**src/sv/emfd_pkg.sv**
```systemverilog
// ---------------------------------------------------------------------------
// emfd_pkg: shared types and constants of the meter frame decoder
// Frame layout constants, status codes, channel payloads and state encoding.
// ---------------------------------------------------------------------------
package emfd_pkg;

	localparam int FRAME_LEN = 24;
	localparam int LAST_POS  = 23;
	localparam int POS_W     = 5;
	localparam int ADDR_W    = 5;
	localparam int VAL_W     = 40;
	localparam int CAL_W     = 24;

	// value words start at byte 2, adjustment byte sits at byte 20
	localparam int FIRST_WORD = 2;
	localparam int ADJ_POS    = 20;
	localparam int RD_LAST    = ADJ_POS - FIRST_WORD + 1;

	localparam logic [7:0] HEAD1      = 8'h55;
	localparam logic [7:0] HEAD2      = 8'hFA;
	localparam logic [7:0] UNCAL      = 8'hAA;
	localparam logic [7:0] FAULT_MASK = 8'hF0;
	localparam logic [15:0] GAP_RESET = 16'd500;

	typedef enum logic [2:0] {
		ST_OK    = 3'd0,
		ST_UNCAL = 3'd1,
		ST_FAULT = 3'd2,
		ST_HEAD1 = 3'd3,
		ST_HEAD2 = 3'd4,
		ST_SUM   = 3'd5
	} status_t;

	typedef enum logic {
		CMD_BYTE = 1'b0,
		CMD_TICK = 1'b1
	} cmd_t;

	// input channel payload
	typedef struct packed {
		cmd_t       cmd;
		logic [7:0] rx_byte;
	} rx_item_t;

	// result channel payload
	typedef struct packed {
		status_t          status;
		logic [3:0]       fault_flags;
		logic             voltage_valid;
		logic [VAL_W-1:0] voltage;
		logic             current_valid;
		logic [VAL_W-1:0] current;
		logic             power_valid;
		logic [VAL_W-1:0] power;
	} meter_result_t;

	// register write payload
	typedef logic [15:0] gap_cfg_t;

	typedef enum logic [2:0] {
		S_IDLE,
		S_READ,
		S_DIV,
		S_WAIT,
		S_OUT
	} state_t;

	// start request to the divider
	typedef struct packed {
		logic              start;
		logic [CAL_W-1:0]  calib;
		logic [CAL_W-1:0]  cycle;
	} div_req_t;

	typedef struct packed {
		logic              done;
		logic [VAL_W-1:0]  quot;
	} div_rsp_t;

endpackage

```
**src/sv/emfd_if.sv**
```systemverilog
// ---------------------------------------------------------------------------
// emfd_if: valid/ready channel
// Generic payload channel with source and sink modports.
// ---------------------------------------------------------------------------
interface emfd_if #(parameter type payload_t = logic [7:0]);
	logic     valid;
	logic     ready;
	payload_t data;

	modport source (output valid, output data, input ready);
	modport sink   (input valid, input data, output ready);
endinterface

```
**src/sv/emfd_ram.sv**
```systemverilog
// ---------------------------------------------------------------------------
// emfd_ram: single-port synchronous RAM
// One write or read per cycle, registered read data.
// ---------------------------------------------------------------------------
module emfd_ram #(
	parameter int WIDTH = 8,
	parameter int DEPTH = 24
) (
	input  logic                     clk,
	input  logic                     we,
	input  logic [$clog2(DEPTH)-1:0] addr,
	input  logic [WIDTH-1:0]         wdata,
	output logic [WIDTH-1:0]         rdata
);
	logic [WIDTH-1:0] mem [DEPTH];

	always_ff @(posedge clk) begin
		if (we)
			mem[addr] <= wdata;
		rdata <= mem[addr];
	end
endmodule

```
**src/sv/emfd_div.sv**
```systemverilog
// ---------------------------------------------------------------------------
// emfd_div: restoring divider
// (calib << FRAC_BITS) / cycle, one quotient bit per cycle.
// ---------------------------------------------------------------------------
module emfd_div
	import emfd_pkg::*;
#(
	parameter int FRAC_BITS = 16
) (
	input  logic     clk,
	input  logic     arst_n,
	input  div_req_t req,
	output div_rsp_t rsp
);
	localparam int NUM_W = CAL_W + FRAC_BITS;
	localparam int CNT_W = $clog2(NUM_W + 1);

	logic [NUM_W-1:0] num_q;
	logic [CAL_W:0]   rem_q;
	logic [CAL_W-1:0] den_q;
	logic [CNT_W-1:0] cnt_q;
	logic             busy_q;
	logic             done_q;
	logic [CAL_W:0]   shifted;
	logic [CAL_W:0]   diff;

	assign shifted = {rem_q[CAL_W-1:0], num_q[NUM_W-1]};
	assign diff    = shifted - {1'b0, den_q};

	// iterate over numerator bits, quotient shifts into num_q
	always_ff @(posedge clk or negedge arst_n) begin
		if (!arst_n) begin
			busy_q <= 1'b0;
			cnt_q  <= '0;
			done_q <= 1'b0;
		end else begin
			done_q <= busy_q && !req.start && cnt_q == CNT_W'(1);
			if (req.start) begin
				busy_q <= 1'b1;
				cnt_q  <= CNT_W'(NUM_W);
			end else if (busy_q) begin
				cnt_q <= cnt_q - 1'b1;
				if (cnt_q == CNT_W'(1))
					busy_q <= 1'b0;
			end
		end
	end

	always_ff @(posedge clk) begin
		if (req.start) begin
			num_q <= NUM_W'(req.calib) << FRAC_BITS;
			rem_q <= '0;
			den_q <= req.cycle;
		end else if (busy_q) begin
			if (!diff[CAL_W]) begin
				rem_q <= diff;
				num_q <= {num_q[NUM_W-2:0], 1'b1};
			end else begin
				rem_q <= shifted;
				num_q <= {num_q[NUM_W-2:0], 1'b0};
			end
		end
	end

	assign rsp = '{done: done_q, quot: VAL_W'(num_q)};
endmodule

```
**src/sv/energy_meter_frame_decoder.sv**
```systemverilog
// ---------------------------------------------------------------------------
// energy_meter_frame_decoder: 24-byte meter frame deframer
// Stores frame bytes in a RAM, checks headers and checksum, divides values.
// ---------------------------------------------------------------------------
// in  : cmd (0 byte, 1 millisecond tick) and rx_byte, valid/ready.
// out : one result per rejected byte or completed frame, valid/ready.
// cfg : gap_timeout_ticks write channel, taken at any time (use while idle).
// An error result is registered the cycle after the transfer. A good frame
// end reads bytes 2..21 from the frame RAM (one per cycle), keeps 2..20,
// and runs three serial divisions on one shared divider, each a start
// state (S_DIV) and a wait state (S_WAIT) until the divider is done; the
// result then goes out through S_OUT.
// in.ready is low while a result is being built or is waiting in the output
// register; a stalled receiver holds the result and the input stays blocked.
// Reset clears position, checksum, idle count, timeout (500) and the output.
// Frame RAM contents are not cleared; each frame rewrites what it reads.
// ---------------------------------------------------------------------------
module energy_meter_frame_decoder
	import emfd_pkg::*;
#(
	parameter int FRAC_BITS = 16
) (
	input  logic clk,
	input  logic arst_n,
	emfd_if.sink   in,
	emfd_if.sink   cfg,
	emfd_if.source out
);
	state_t state_q, state_d;

	logic [15:0]      gap_q, idle_q;
	logic [POS_W-1:0] pos_q;
	logic [7:0]       sum_q;
	logic [ADDR_W-1:0] addr;
	logic             we;
	logic [7:0]       rdata;
	logic [ADDR_W-1:0] rd_q;
	logic [7:0]       adj_q;
	logic [CAL_W-1:0] w_q [6];
	logic [1:0]       dsel_q;
	div_req_t         req;
	div_rsp_t         rsp;

	logic             ov_q;
	status_t          st_q;
	logic [3:0]       ff_q;
	logic [2:0]       vv_q;
	logic [VAL_W-1:0] val_q [3];

	cmd_t             cmd;
	logic [7:0]       b;
	logic [POS_W-1:0] pos;
	logic             acc;

	assign cmd = in.data.cmd;
	assign b   = in.data.rx_byte;
	assign pos = (pos_q >= POS_W'(FRAME_LEN)) ? '0 : pos_q;
	assign acc = in.valid && in.ready;
	assign in.ready  = (state_q == S_IDLE) && !ov_q;
	assign cfg.ready = 1'b1;

	// RAM port: byte write in idle, sequential reads of bytes 2..21 otherwise
	assign we   = acc && cmd == CMD_BYTE && pos >= POS_W'(2);
	assign addr = we ? pos : ADDR_W'(FIRST_WORD) + rd_q;

	emfd_ram #(.WIDTH(8), .DEPTH(FRAME_LEN)) u_ram (
		.clk(clk), .we(we), .addr(addr), .wdata(b), .rdata(rdata)
	);

	emfd_div #(.FRAC_BITS(FRAC_BITS)) u_div (
		.clk(clk), .arst_n(arst_n), .req(req), .rsp(rsp)
	);

	// next state
	always_comb begin
		state_d = state_q;
		case (state_q)
			S_IDLE: if (acc && cmd == CMD_BYTE && pos == POS_W'(LAST_POS) && sum_q == b)
				state_d = S_READ;
			S_READ: if (rd_q == ADDR_W'(RD_LAST)) state_d = S_DIV;
			S_DIV:  state_d = S_WAIT;
			S_WAIT: if (rsp.done) state_d = (dsel_q == 2'd2) ? S_OUT : S_DIV;
			S_OUT:  state_d = S_IDLE;
			default: state_d = S_IDLE;
		endcase
	end

	// divider request
	always_comb begin
		req.start = (state_q == S_DIV);
		req.calib = w_q[{dsel_q, 1'b0}];
		req.cycle = w_q[{dsel_q, 1'b1}];
	end

	always_ff @(posedge clk or negedge arst_n) begin
		if (!arst_n) begin
			state_q <= S_IDLE;
			gap_q   <= GAP_RESET;
			idle_q  <= '0;
			pos_q   <= '0;
			sum_q   <= '0;
			ov_q    <= 1'b0;
			rd_q    <= '0;
			dsel_q  <= '0;
		end else begin
			state_q <= state_d;
			if (cfg.valid && cfg.ready) gap_q <= cfg.data;
			if (state_q == S_OUT) ov_q <= 1'b1;
			else if (out.valid && out.ready) ov_q <= 1'b0;
			if (state_q == S_READ) rd_q <= rd_q + 1'b1;
			if (state_q == S_WAIT && rsp.done) dsel_q <= dsel_q + 1'b1;
			if (acc && cmd == CMD_TICK) begin
				if (idle_q != 16'hFFFF) idle_q <= idle_q + 1'b1;
				if ((idle_q != 16'hFFFF ? idle_q + 16'd1 : idle_q) >= gap_q)
					pos_q <= '0;
			end else if (acc) begin
				idle_q <= '0;
				rd_q   <= '0;
				dsel_q <= '0;
				if (pos == '0) begin
					if (b == HEAD1) begin
						pos_q <= POS_W'(1);
						sum_q <= '0;
					end else begin
						pos_q <= '0;
						ov_q  <= 1'b1;
					end
				end else if (pos == POS_W'(1)) begin
					if (b == HEAD2) pos_q <= POS_W'(2);
					else begin
						pos_q <= '0;
						ov_q  <= 1'b1;
					end
				end else if (pos != POS_W'(LAST_POS)) begin
					sum_q <= sum_q + b;
					pos_q <= pos + 1'b1;
				end else begin
					pos_q <= '0;
					if (sum_q != b) ov_q <= 1'b1;
				end
			end
		end
	end

	// result payload
	always_ff @(posedge clk) begin
		if (acc && cmd == CMD_BYTE) begin
			vv_q  <= '0;
			val_q <= '{default: '0};
			if (pos == '0) begin
				if (b == UNCAL) begin
					st_q <= ST_UNCAL;
					ff_q <= '0;
				end else if ((b & FAULT_MASK) == FAULT_MASK) begin
					st_q <= ST_FAULT;
					ff_q <= b[3:0];
				end else begin
					st_q <= ST_HEAD1;
					ff_q <= '0;
				end
			end else begin
				ff_q <= '0;
				if (pos == POS_W'(1)) st_q <= ST_HEAD2;
				else st_q <= (sum_q != b) ? ST_SUM : ST_OK;
			end
		end else if (state_q == S_WAIT && rsp.done) begin
			case (dsel_q)
				2'd0: if (adj_q[6] && w_q[1] != '0) begin
					vv_q[0] <= 1'b1; val_q[0] <= rsp.quot;
				end
				2'd1: if (adj_q[5] && w_q[3] != '0 && w_q[5] != '0) begin
					vv_q[1] <= 1'b1; val_q[1] <= rsp.quot;
				end
				default: if (adj_q[4] && w_q[5] != '0) begin
					vv_q[2] <= 1'b1; val_q[2] <= rsp.quot;
				end
			endcase
		end
	end

	// frame word assembly: read data of byte 1+rd_q arrives while rd_q is
	// 1..19; bytes 2..19 shift through the six words, byte 20 is adj
	always_ff @(posedge clk) begin
		if (state_q == S_READ && rd_q != '0) begin
			if (rd_q == ADDR_W'(RD_LAST))
				adj_q <= rdata;
			else begin
				for (int i = 0; i < 5; i++)
					w_q[i] <= {w_q[i][15:0], w_q[i+1][23:16]};
				w_q[5] <= {w_q[5][15:0], rdata};
			end
		end
	end

	assign out.valid = ov_q;
	always_comb begin
		out.data.status        = st_q;
		out.data.fault_flags   = ff_q;
		out.data.voltage_valid = vv_q[0];
		out.data.voltage       = val_q[0];
		out.data.current_valid = vv_q[1];
		out.data.current       = val_q[1];
		out.data.power_valid   = vv_q[2];
		out.data.power         = val_q[2];
	end

	a_ready_blocked: assert property (@(posedge clk) disable iff (!arst_n)
		ov_q |-> !in.ready) else $error("input open while result pending");
	a_pos_range: assert property (@(posedge clk) disable iff (!arst_n)
		pos_q <= POS_W'(LAST_POS)) else $error("position out of range");
	a_div_one: assert property (@(posedge clk) disable iff (!arst_n)
		rsp.done |-> state_q == S_WAIT) else $error("stray divider done");
endmodule

```
**src/flat_wrapper.sv**
```systemverilog
// flat-port wrapper written by rule: the top's interface ports become plain ports
module energy_meter_frame_decoder_flat import emfd_pkg::*;
#(
	parameter int FRAC_BITS = 16
)
  (clk, arst_n, in_valid, in_data, in_ready, cfg_valid, cfg_data, cfg_ready, out_valid, out_data, out_ready);
  emfd_if #(.payload_t(rx_item_t)) in_i ();
  emfd_if #(.payload_t(gap_cfg_t)) cfg_i ();
  emfd_if #(.payload_t(meter_result_t)) out_i ();
  input  logic clk;
  input  logic arst_n;
  input wire logic [$bits(in_i.valid)-1:0] in_valid;
  input wire logic [$bits(in_i.data)-1:0] in_data;
  output wire logic [$bits(in_i.ready)-1:0] in_ready;
  input wire logic [$bits(cfg_i.valid)-1:0] cfg_valid;
  input wire logic [$bits(cfg_i.data)-1:0] cfg_data;
  output wire logic [$bits(cfg_i.ready)-1:0] cfg_ready;
  output wire logic [$bits(out_i.valid)-1:0] out_valid;
  output wire logic [$bits(out_i.data)-1:0] out_data;
  input wire logic [$bits(out_i.ready)-1:0] out_ready;
  assign in_i.valid = in_valid;
  assign in_i.data = in_data;
  assign in_ready = in_i.ready;
  assign cfg_i.valid = cfg_valid;
  assign cfg_i.data = cfg_data;
  assign cfg_ready = cfg_i.ready;
  assign out_valid = out_i.valid;
  assign out_data = out_i.data;
  assign out_i.ready = out_ready;
  energy_meter_frame_decoder #(.FRAC_BITS(FRAC_BITS)) u_core (.clk(clk), .arst_n(arst_n), .in(in_i), .cfg(cfg_i), .out(out_i));
endmodule
```
**config.mk**
```make
export PLATFORM = sky130hd
export DESIGN_NAME = energy_meter_frame_decoder_flat
export DESIGN_NICKNAME = d
export VERILOG_FILES = /design/src/sv/emfd_pkg.sv /design/src/sv/emfd_if.sv /design/src/sv/emfd_ram.sv /design/src/sv/emfd_div.sv /design/src/sv/energy_meter_frame_decoder.sv /design/src/flat_wrapper.sv
export SDC_FILE = /design/constraint.sdc
export NUM_CORES = 1
export LEC_CHECK = 0
export ABC_AREA = 1
export BUFFER_PORTS_ARGS = -buffer_cell sky130_fd_sc_hd__buf_2
export CORE_MARGIN = 4
export CORE_UTILIZATION = 46
export CTS_CLUSTER_DIAMETER = 30
export DETAILED_ROUTE_END_ITERATION = 12
export PLACE_DENSITY = 0.63
export RECOVER_POWER = 50
export SYNTH_ARGS = -nofsm -noshare
export SYNTH_HDL_FRONTEND = slang
export SYNTH_HIERARCHICAL = 1
export SYNTH_SLANG_ARGS = --single-unit
```
**constraint.sdc**
```tcl
create_clock -name clk -period 21 [get_ports clk]
set_clock_uncertainty 0.05 [all_clocks]
set_input_delay 4.2 -clock clk [delete_from_list [all_inputs] [get_ports clk]]
set_output_delay 4.2 -clock clk [all_outputs]
set_load 0.05 [all_outputs]
```
Word-level counts from Yosys, hierarchy flattened:

Memory sizes are Yosys's and may differ from the RTL's. A register that Yosys moved wholly into a read port is not among the register bits.
Cells that the tools add are included.

* add/subtract/negate cells: 8
* multipliers: 0
* div/mod/pow operators: 0
* $lt $le $gt $ge: 3
* equal/unequal tests: 24
* shift-type cells: 0
* muxes and demuxes: 57
* bitwise gates (word level): 5
* reductions and logical operators: 37

Operators by type and width (number)
* $mux W40: 2
* $reduce_bool A24 Y1: 3
* $mux W5: 11
* $mux W16: 3
* $mux W8: 4
* $sub A25 B24 Y25: 1
* $mux W24: 1
* $mux W3: 8
* $mux W1: 21
* $add A16 B1 Y16 const B: 1
* $eq A8 B8 Y1 const B: 2
* $ge A16 B16 Y1: 1
* $logic_and A1 B1 Y1: 16
* $ne A16 B16 Y1 const B: 1
* $mux W6: 2
* $pmux W3 S4: 1
* $reduce_and A3 Y1: 4
* $add A5 B1 Y5 const B: 2
* $eq A5 B5 Y1 const B: 2
* $ne A2 B2 Y1 const B: 5
* $add A8 B8 Y8: 1
* $eq A8 B7 Y1 const B: 1
* $eq A8 B8 Y1: 1
* $mux W2: 4
* 27 further kinds: 36

* bits in registers: 265
* latch bits: 0
* bits in writable memories: 336
* ROM bits: 0
* input bits: 30
* logic and storage cells: 159
* memories: 2

Memory list
* u_core.u_ram.mem: words 24, bits a word 8, rd ports 1, clocked after Yosys merged registers in 1, write ports 1, line emfd_ram.sv:15 `logic [WIDTH-1:0] mem [DEPTH];`
* u_core.w_q: words 6, bits a word 24, rd ports 8, clocked after Yosys merged registers in 1, write ports 6, line energy_meter_frame_decoder.sv:39 `logic [CAL_W-1:0] w_q [6];`

Logic depth before layout (Yosys ltp):

Gate-level depths: netlist of the first run.

* depth after elaboration: 9
* mapped depth: 21

Cells and area by module:

Netlist of the first run, hierarchy kept.

By module, submodules not included
* energy_meter_frame_decoder: times used 1, cells each 1696, area an instance 14839.2 um^2, sequential area each 8495.6 um^2
* emfd_ram: times used 1, cells each 737, area an instance 8146.6 um^2, sequential area each 5925.7 um^2
* emfd_div: times used 1, cells each 736, area an instance 5556.6 um^2, sequential area each 2442.3 um^2

Worst setup path before layout of the first run:

OpenSTA, ideal clock, no wires.

* kind: reg2reg
* from: register u_core.rd_q[4]
* to: memory u_core.w_q[0][0] (enable)
* library setup time: 734 ps
* data arrival time: 8187 ps
* required time: 20216 ps
* path slack: 12029 ps
* cell stages (with the launch flop): 3
* path buffers: 0
* clock period less this slack: 8971 ps
* cell sequence: dfrtp_1 -> inv_1 -> a31oi_1

RTL lines
* start: declaration: line energy_meter_frame_decoder.sv:37 `logic [ADDR_W-1:0] rd_q;`
* start signal: assignment: line energy_meter_frame_decoder.sv:110 `if (state_q == S_READ) rd_q <= rd_q + 1'b1;`
* end: declaration: line energy_meter_frame_decoder.sv:39

==> metrics.md, run 1 <==
| Metric | Value |
|---|---|
| Status | `complete, but fails checks` |
| Failing checks | `max-capacitance violations, max-slew violations` |
| Inst Count DP | `between 4000 and 5000` |
| Post-Syn Area | `around 0.029 sq mm` |
| Post-DP HPWL | `48.3 mm` |
| HP Class | `reg -> reg` |
| Starting DRC count in detailed routing | `1801` |
| RePlAce Congestion | `0.880` |
| Ys async rst share | `10.2%` |
| Critical path required time | `20640 ps` |
| Layout cell share with drive strength beyond 1 | `between 10% and 20%` |
| Fin. max-slew vios | `just under 700` |
| Power Dens Cells | `around 100 mW/mm^2` |
| Syn nets | `between 3000 and 4000` |
| Flop2flop setup slack | `roughly 14000 ps` |
| Routed wire length | `between 70 and 80 mm` |
| Vias in the first global route | `21447` |
| Ys flop type | `edfxtp_1` |
| Layout Utilization | `56.0%` |
| Critical path destination | `u_core/dsel_q[1]` |
| Yosys reg bits | `approximately 630` |
| # clock sinks | `629` |
| Max Root-Sink Buffers | `3` |
| CP Capture Type | `async pin` |
| Antenna Nets Post-Route | `0` |
| Period minus WS final | `roughly 7200 ps` |
| Fin area | `around 0.034 sq mm` |
| Synth top cells by count | `nand2_1, edfxtp_1, nor2_1` |
| Worst path bufs/invs | `2` |
| YS warnings | `6` |
| Die area | `0.0661 sq mm` |
| Pre-CTS WS | `around 13000 ps` |
| Worst EP arrival | `slightly below 7000 ps` |
| P_leak | `about 16 nW` |
| WS Path Type | `in -> async` |
| I/O pin total | `about 160` |
| Top cells by area, synth | `edfxtp_1, nand2_1, dfxtp_1, dfrtp_1, nor2_1` |
| Crit path cell chain | `buf_2 > clkbuf_1` |
| Largest area contributor in the netlist | `edfxtp_1` |
| Post-Syn Instances | `~3200` |
| Final hold slack | `around 350 ps` |
| # hold bufs at CTS | `0` |
| CP peak stage delay | `roughly 2500 ps` |
| Final worst-path cycle share | `between 30% and 40%` |
| Die W | `~260 microns` |
| Worst Setup Slack, final | `13830 ps` |
| Worst relative slew slack | `-159%` |
| Worst r2r dst | `u_core/w_q[4][20]` |
| Synth top area share | `about two fifths` |
| Via count of the routed design | `around 22000` |
| TritonCTS clock tree | `built` |
| EDFF count, synth | `between 300 and 400` |
| Worst setup startpoint | `arst_n` |
| Clock root buffer master | `clkbuf_16` |
| P_sw | `roughly 760 uW` |
| WP depth | `2` |
| Core ar. | `approximately 0.062 sq mm` |
| Clock power frac | `between 50% and 60%` |
| # DRC | `0` |
| Starting Density | `between 40% and 50%` |
| DP Area | `0.0299 sq mm` |
| PostCTS Resize Cnt | `0` |
| Setup TNS | `0 ps` |
| H-tree levels | `4` |
| Vias per inst | `~5` |
| DRT Pass-1 Iters | `6` |
| Rows | `91` |
| Netlist cell types | `56` |
| Worst skew pair latency | `690 ps` |
| CTS Buf Count | `134` |
| Post-CTS Setup Inserts | `0` |
| First-pass GRT wire length | `about 120 mm` |
| Seq/Total Area, Yosys | `around three fifths` |
| Maximum VDD drop | `roughly 0.08 mV` |
| Total gr overflow | `0` |
| Max-cap viol count | `16` |
| Seq pwr share | `roughly 38%` |
| Layout area overhead | `20.8%` |
| Hold Fails Final Rpt | `0` |
| Unrepaired setup endpoints after global routing | `no` |
| Top-count cell post-synth | `nand2_1` |
| Clock slew at reported path FFs | `50 ps` |
| Reg2reg start | `u_core/state_q[2]` |
| Setup crit start kind | `primary input` |
| Sw Share | `21.4%` |
| Die Height | `257 microns` |
| Drt wl/cell | `17.1 microns` |
| Port bufs | `roughly 160` |
| Internal power | `2.78 mW` |
| Initial antenna violation count | `0` |
| R2R depth | `7` |
| Total power | `approximately 3.5 mW` |
| Slowest stage cell, crit path | `clkbuf_1` |
| Comb power frac | `2.8%` |
| Crit path max-delay family | `buffers and inverters` |
| Total GRT Usage | `22.0%` |
| F_max | `roughly 140 MHz` |
| Critical Path Fanout Max | `64` |
| Largest net degree at the start of global routing | `around 130` |
| Post-route insts no fill | `about 4300` |
| Final setup vio count | `0` |
| Nets@finish | `3464` |
| Worst Max-Slew Pin Slew | `approximately 3900 ps` |
| Mapped Avg Cell Area | `roughly 9 sq um` |
[registers in the layout, indices dropped and copies added (netlist names)]
register             count
u_core/w_q             144
u_core/ff_q              4
u_core/sum_q             8
u_core/gap_q            16
u_core/u_ram/rdata       8
u_core/u_ram/mem       192
u_core/u_div/den_q      24
u_core/vv_q              3
u_core/rd_q              5
u_core/st_q              3
u_core/dsel_q            2
u_core/u_div/rem_q      24
u_core/adj_q             3
u_core/state_q           3
u_core/out.valid         1
u_core/u_div/busy_q      1
u_core/u_div/cnt_q       6
u_core/pos_q             5
u_core/out.data        120
u_core/u_div/done_q      1
u_core/u_div/num_q      40
u_core/idle_q           16
[layout make-up]
cell class	count	area, sq um
inverter	392	1470
clock inverter	84	998
tap	837	1050
antenna	1	2.50
fill	5367	27100
timing repair buffer	189	961
multi-input combinational	2026	9530
clock buffer	156	3610
sequential	629	16900
[power groups by stage]
| stage | sequential, mW | combinational, mW | clock (mW) |
|---|---|---|---|
| 2_1_floorplan | 1.35 | 0.0664 | 0 |
| 4_1_cts | 1.33 | 0.102 | 2.15 |
| 3_3_place_gp | 1.35 | 0.0982 | 0 |
| 6_report | 1.33 | 0.100 | 2.11 |
| 5_1_grt | 1.33 | 0.114 | 2.21 |
| 3_5_place_dp | 1.35 | 0.101 | 0 |
[per-layer routing]
| metal | wire [microns] | track usage, % | up-vias |
|---|---|---|---|
| met5 | 0 | 0 | - |
| met4 | 2670 | 9.87 | 0 |
| met3 | 4130 | 3.42 | 156 |
| met2 | 35300 | 36.7 | 694 |
| met1 | 31400 | 28.5 | 10305 |
| li1 | - | - | 10705 |
[worst min path at each step]
stage                                startpoint               end  slack (ps)  cells past startpoint
after floorplan           u_core/u_ram/rdata[0]  u_core/w_q[5][0]         340                      0
after global placement    u_core/u_ram/rdata[2]  u_core/w_q[5][2]         340                      0
after detailed placement  u_core/u_ram/rdata[2]  u_core/w_q[5][2]         340                      0
after CTS                 u_core/u_ram/rdata[2]  u_core/w_q[5][2]         350                      0
after global routing      u_core/u_ram/rdata[2]  u_core/w_q[5][2]         360                      0
final                     u_core/u_ram/rdata[2]  u_core/w_q[5][2]         350                      0
[cell families (layout without fill, tap and decap cells)]
kind of cell	after synthesis	in the layout	synth area share, %
AO/OA/AOI/OAI	333	333	6.50
XOR/XNOR	28	28	0.859
adder cells (fa/ha/maj)	62	62	2.77
buffers and inverters	514	821	7.67
flip-flops	629	629	59.1
multiplexers	1	1	0.0395
other	1	2	0.0131
AND/OR/NAND/NOR	1601	1601	23.1
[cell usage in the layout (no fill, tap or decap), drive strengths merged]
| cell | count |
|---|---|
| nand2 | 998 |
| inv | 411 |
| nor2 | 399 |
| edfxtp | 394 |
| buf | 173 |
| clkbuf | 172 |
| dfxtp | 171 |
| o21ai | 139 |
| a21oi | 129 |
| nand3 | 95 |
| nand4 | 82 |
| ha | 60 |
| dfrtp | 58 |
| clkinv | 37 |
| a22o | 23 |
| xor2 | 19 |
| o22ai | 17 |
| bufinv | 16 |
| clkinvlp | 12 |
| nor3 | 12 |
| xnor2 | 9 |
| a22oi | 8 |
| o21bai | 7 |
| dfstp | 6 |
| nand3b | 5 |
| and2 | 4 |
| nor4 | 3 |
| or2 | 2 |
| a211oi | 2 |
| o21a | 2 |
| a21boi | 2 |
| fa | 2 |
| o31ai | 2 |
| a31oi | 2 |
| diode | 1 |
| nor3b | 1 |
| mux2 | 1 |
| conb | 1 |
Power figures use the tool's default switching activity.
==> run 2, diff against run 1 <==
clock period = 7.42 ns   (was 21 ns; I/O delays follow)
==> run 2 against run 1 <==
Against the previous run:
- the run still ends with max-capacitance violations, max-slew violations left
- worst hold slack gained 10 ps
- sequential cell count is the same
- clock power grew to 2.8 times the previous value
- highest routed layer unchanged
- largest cell class unchanged
==> metrics.md, run 2 (synthesized netlist as in run 1, its figures left out) <==
| Metric | Value |
|---|---|
| Post-DP HPWL | `roughly 48 mm` |
| DP Area | `0.0299 sq mm` |
| Final setup vio count | `0` |
| Starting Density | `roughly 46%` |
| Drt wl/cell | `roughly 17 microns` |
| Slowest stage cell, crit path | `nor2_1` |
| Period minus WS final | `roughly 5600 ps` |
| Largest net degree at the start of global routing | `123` |
| Clock slew at reported path FFs | `roughly 50 ps` |
| CTS Buf Count | `around 130` |
| First-pass GRT wire length | `approximately 120 mm` |
| Max-cap viol count | `16` |
| Setup crit start kind | `flip-flop` |
| Status | `complete, but fails checks` |
| Core ar. | `just over 0.06 sq mm` |
| H-tree levels | `4` |
| CP Capture Type | `flip-flop` |
| Critical Path Fanout Max | `34` |
| PostCTS Resize Cnt | `0` |
| Initial antenna violation count | `1` |
| Crit path cell chain | `nor2_1 > nand2_1 > nor2_1 > nand2_4 > nor2_1 > o31ai_4 > o21ai_4 > buf_4 > inv_2 > nor2_4 > nand2_1 > nor2_1` |
| DRT Pass-1 Iters | `5` |
| Layout area overhead | `20.6%` |
| Total gr overflow | `0` |
| Routed wire length | `around 74 mm` |
| Antenna Nets Post-Route | `0` |
| Worst skew pair latency | `between 700 and 800 ps` |
| Critical path required time | `just under 8000 ps` |
| Inst Count DP | `about 4100` |
| Via count of the routed design | `21968` |
| Final hold slack | `363 ps` |
| Final worst-path cycle share | `75.0%` |
| # fillers | `5297` |
| Fin. max-slew vios | `600` |
| Max Root-Sink Buffers | `3` |
| Setup TNS | `0 ps` |
| Port bufs | `161` |
| Rows | `91` |
| Worst relative slew slack | `-139%` |
| CP dominant cell by count | `nor2_1` |
| Failing checks | `max-capacitance violations, max-slew violations` |
| Max reg flops | `between 150 and 200` |
| Post-route insts no fill | `about 4300` |
| # hold bufs at CTS | `0` |
| Die W | `~260 microns` |
| Worst EP arrival | `just under 6000 ps` |
| F_max | `between 150 and 200 MHz` |
| Vias per inst | `slightly above 5` |
| Hold Fails Final Rpt | `0` |
| Vias in the first global route | `~21000` |
| Power Dens Cells | `~290 mW/mm^2` |
| I/O pin total | `roughly 160` |
| CP peak stage delay | `between 1000 and 1500 ps` |
| Most common cell after layout, fill and taps aside | `nand2_1` |
| # clock sinks | `629` |
| TritonCTS clock tree | `built` |
| Worst Max-Slew Pin Slew | `3590 ps` |
| Total GRT Usage | `between 20% and 30%` |
| Die Height | `roughly 260 microns` |
| Top reg by flops | `u_core/u_ram/mem` |
| Unrepaired setup endpoints after global routing | `no` |
| Layout cell share with drive strength beyond 1 | `between 10 and 15%` |
| # DRC | `0` |
| RePlAce Congestion | `between 0.8 and 0.9` |
| Commonest non-fill, non-tap cells in the layout | `nand2_1, edfxtp_1, nor2_1, inv_1, dfxtp_1` |
| WS Path Type | `reg -> reg` |
| Die area | `0.0661 sq mm` |
| Starting DRC count in detailed routing | `between 1500 and 2000` |
| HP Class | `reg -> reg` |
| Post-CTS Setup Inserts | `0` |
| Layout Utilization | `a little under three fifths` |
| Maximum VDD drop | `around 0.33 mV` |
| Nets@finish | `about 3500` |
| Fin area | `approximately 0.034 sq mm` |
| P_leak | `15.7 nW` |
| Clock root buffer master | `clkbuf_16` |
run 2: worst max-delay path: cells and delay by family (launching register included):
| family | cells | cell delay (ps) |
|---|---|---|
| AOI/OAI and AO/OA | 2 | 810 |
| buffers and inverters | 2 | 490 |
| DFF | 1 | 390 |
| and+or+nand+nor | 8 | 3410 |
run 2: final cells by class:
cell class / count / area, sq um / area share, %
diodes: 1 / 2.50 / 0.00727
clock buffers: 168 / 3630 / 10.6
clock inverters: 74 / 951 / 2.76
inverters: 392 / 1470 / 4.28
multi-input cells: 2026 / 9470 / 27.5
flip-flops and latches: 629 / 16900 / 49.0
well taps: 837 / 1050 / 3.04
repair buffers: 190 / 968 / 2.81
run 2: metrics by stage:
stage	worst slack, ps	power, mW
floorplan	1690	4.01
global placement	2420	4.10
detailed placement	2230	4.10
CTS	2550	10.1
global route	1260	10.3
finish	1860	9.96
run 2: path summary, 6_finish.rpt:
check	cells after the start	slack, ps	endpoint	startpoint
worst max-delay path	12	1860	u_core/u_ram/mem[9][4]	u_core/state_q[0]
worst min-delay path	0	360	u_core/w_q[5][2]	u_core/u_ram/rdata[2]
worst max register to register	12	1860	u_core/u_ram/mem[9][4]	u_core/state_q[0]
worst min register to register	0	360	u_core/w_q[5][2]	u_core/u_ram/rdata[2]
max in group asynchronous	2	2930	u_core/dsel_q[1]	arst_n
min in group asynchronous	2	2080	u_core/gap_q[3]	arst_n
run 2: metal layers:
layer  routed length (microns)  share of wire [%]  vias to the layer above  track usage (%)
met3                      4240                5.7                      153             4.03
met4                      2440                3.3                        0             9.12
met2                     35500                 48                      767             36.2
li1                          -                  -                    10711                -
met1                     31700                 43                    10337             28.4
met5                         0                  0                        -                0
run 2: power by group:
group / internal [mW] / leakage (nW) / switching [mW]
logic: 0.0850 / 7.71 / 0.193
clock network: 3.93 / 2.24 / 1.99
registers: 3.74 / 5.72 / 0.0178
total: 7.75 / 15.7 / 2.20
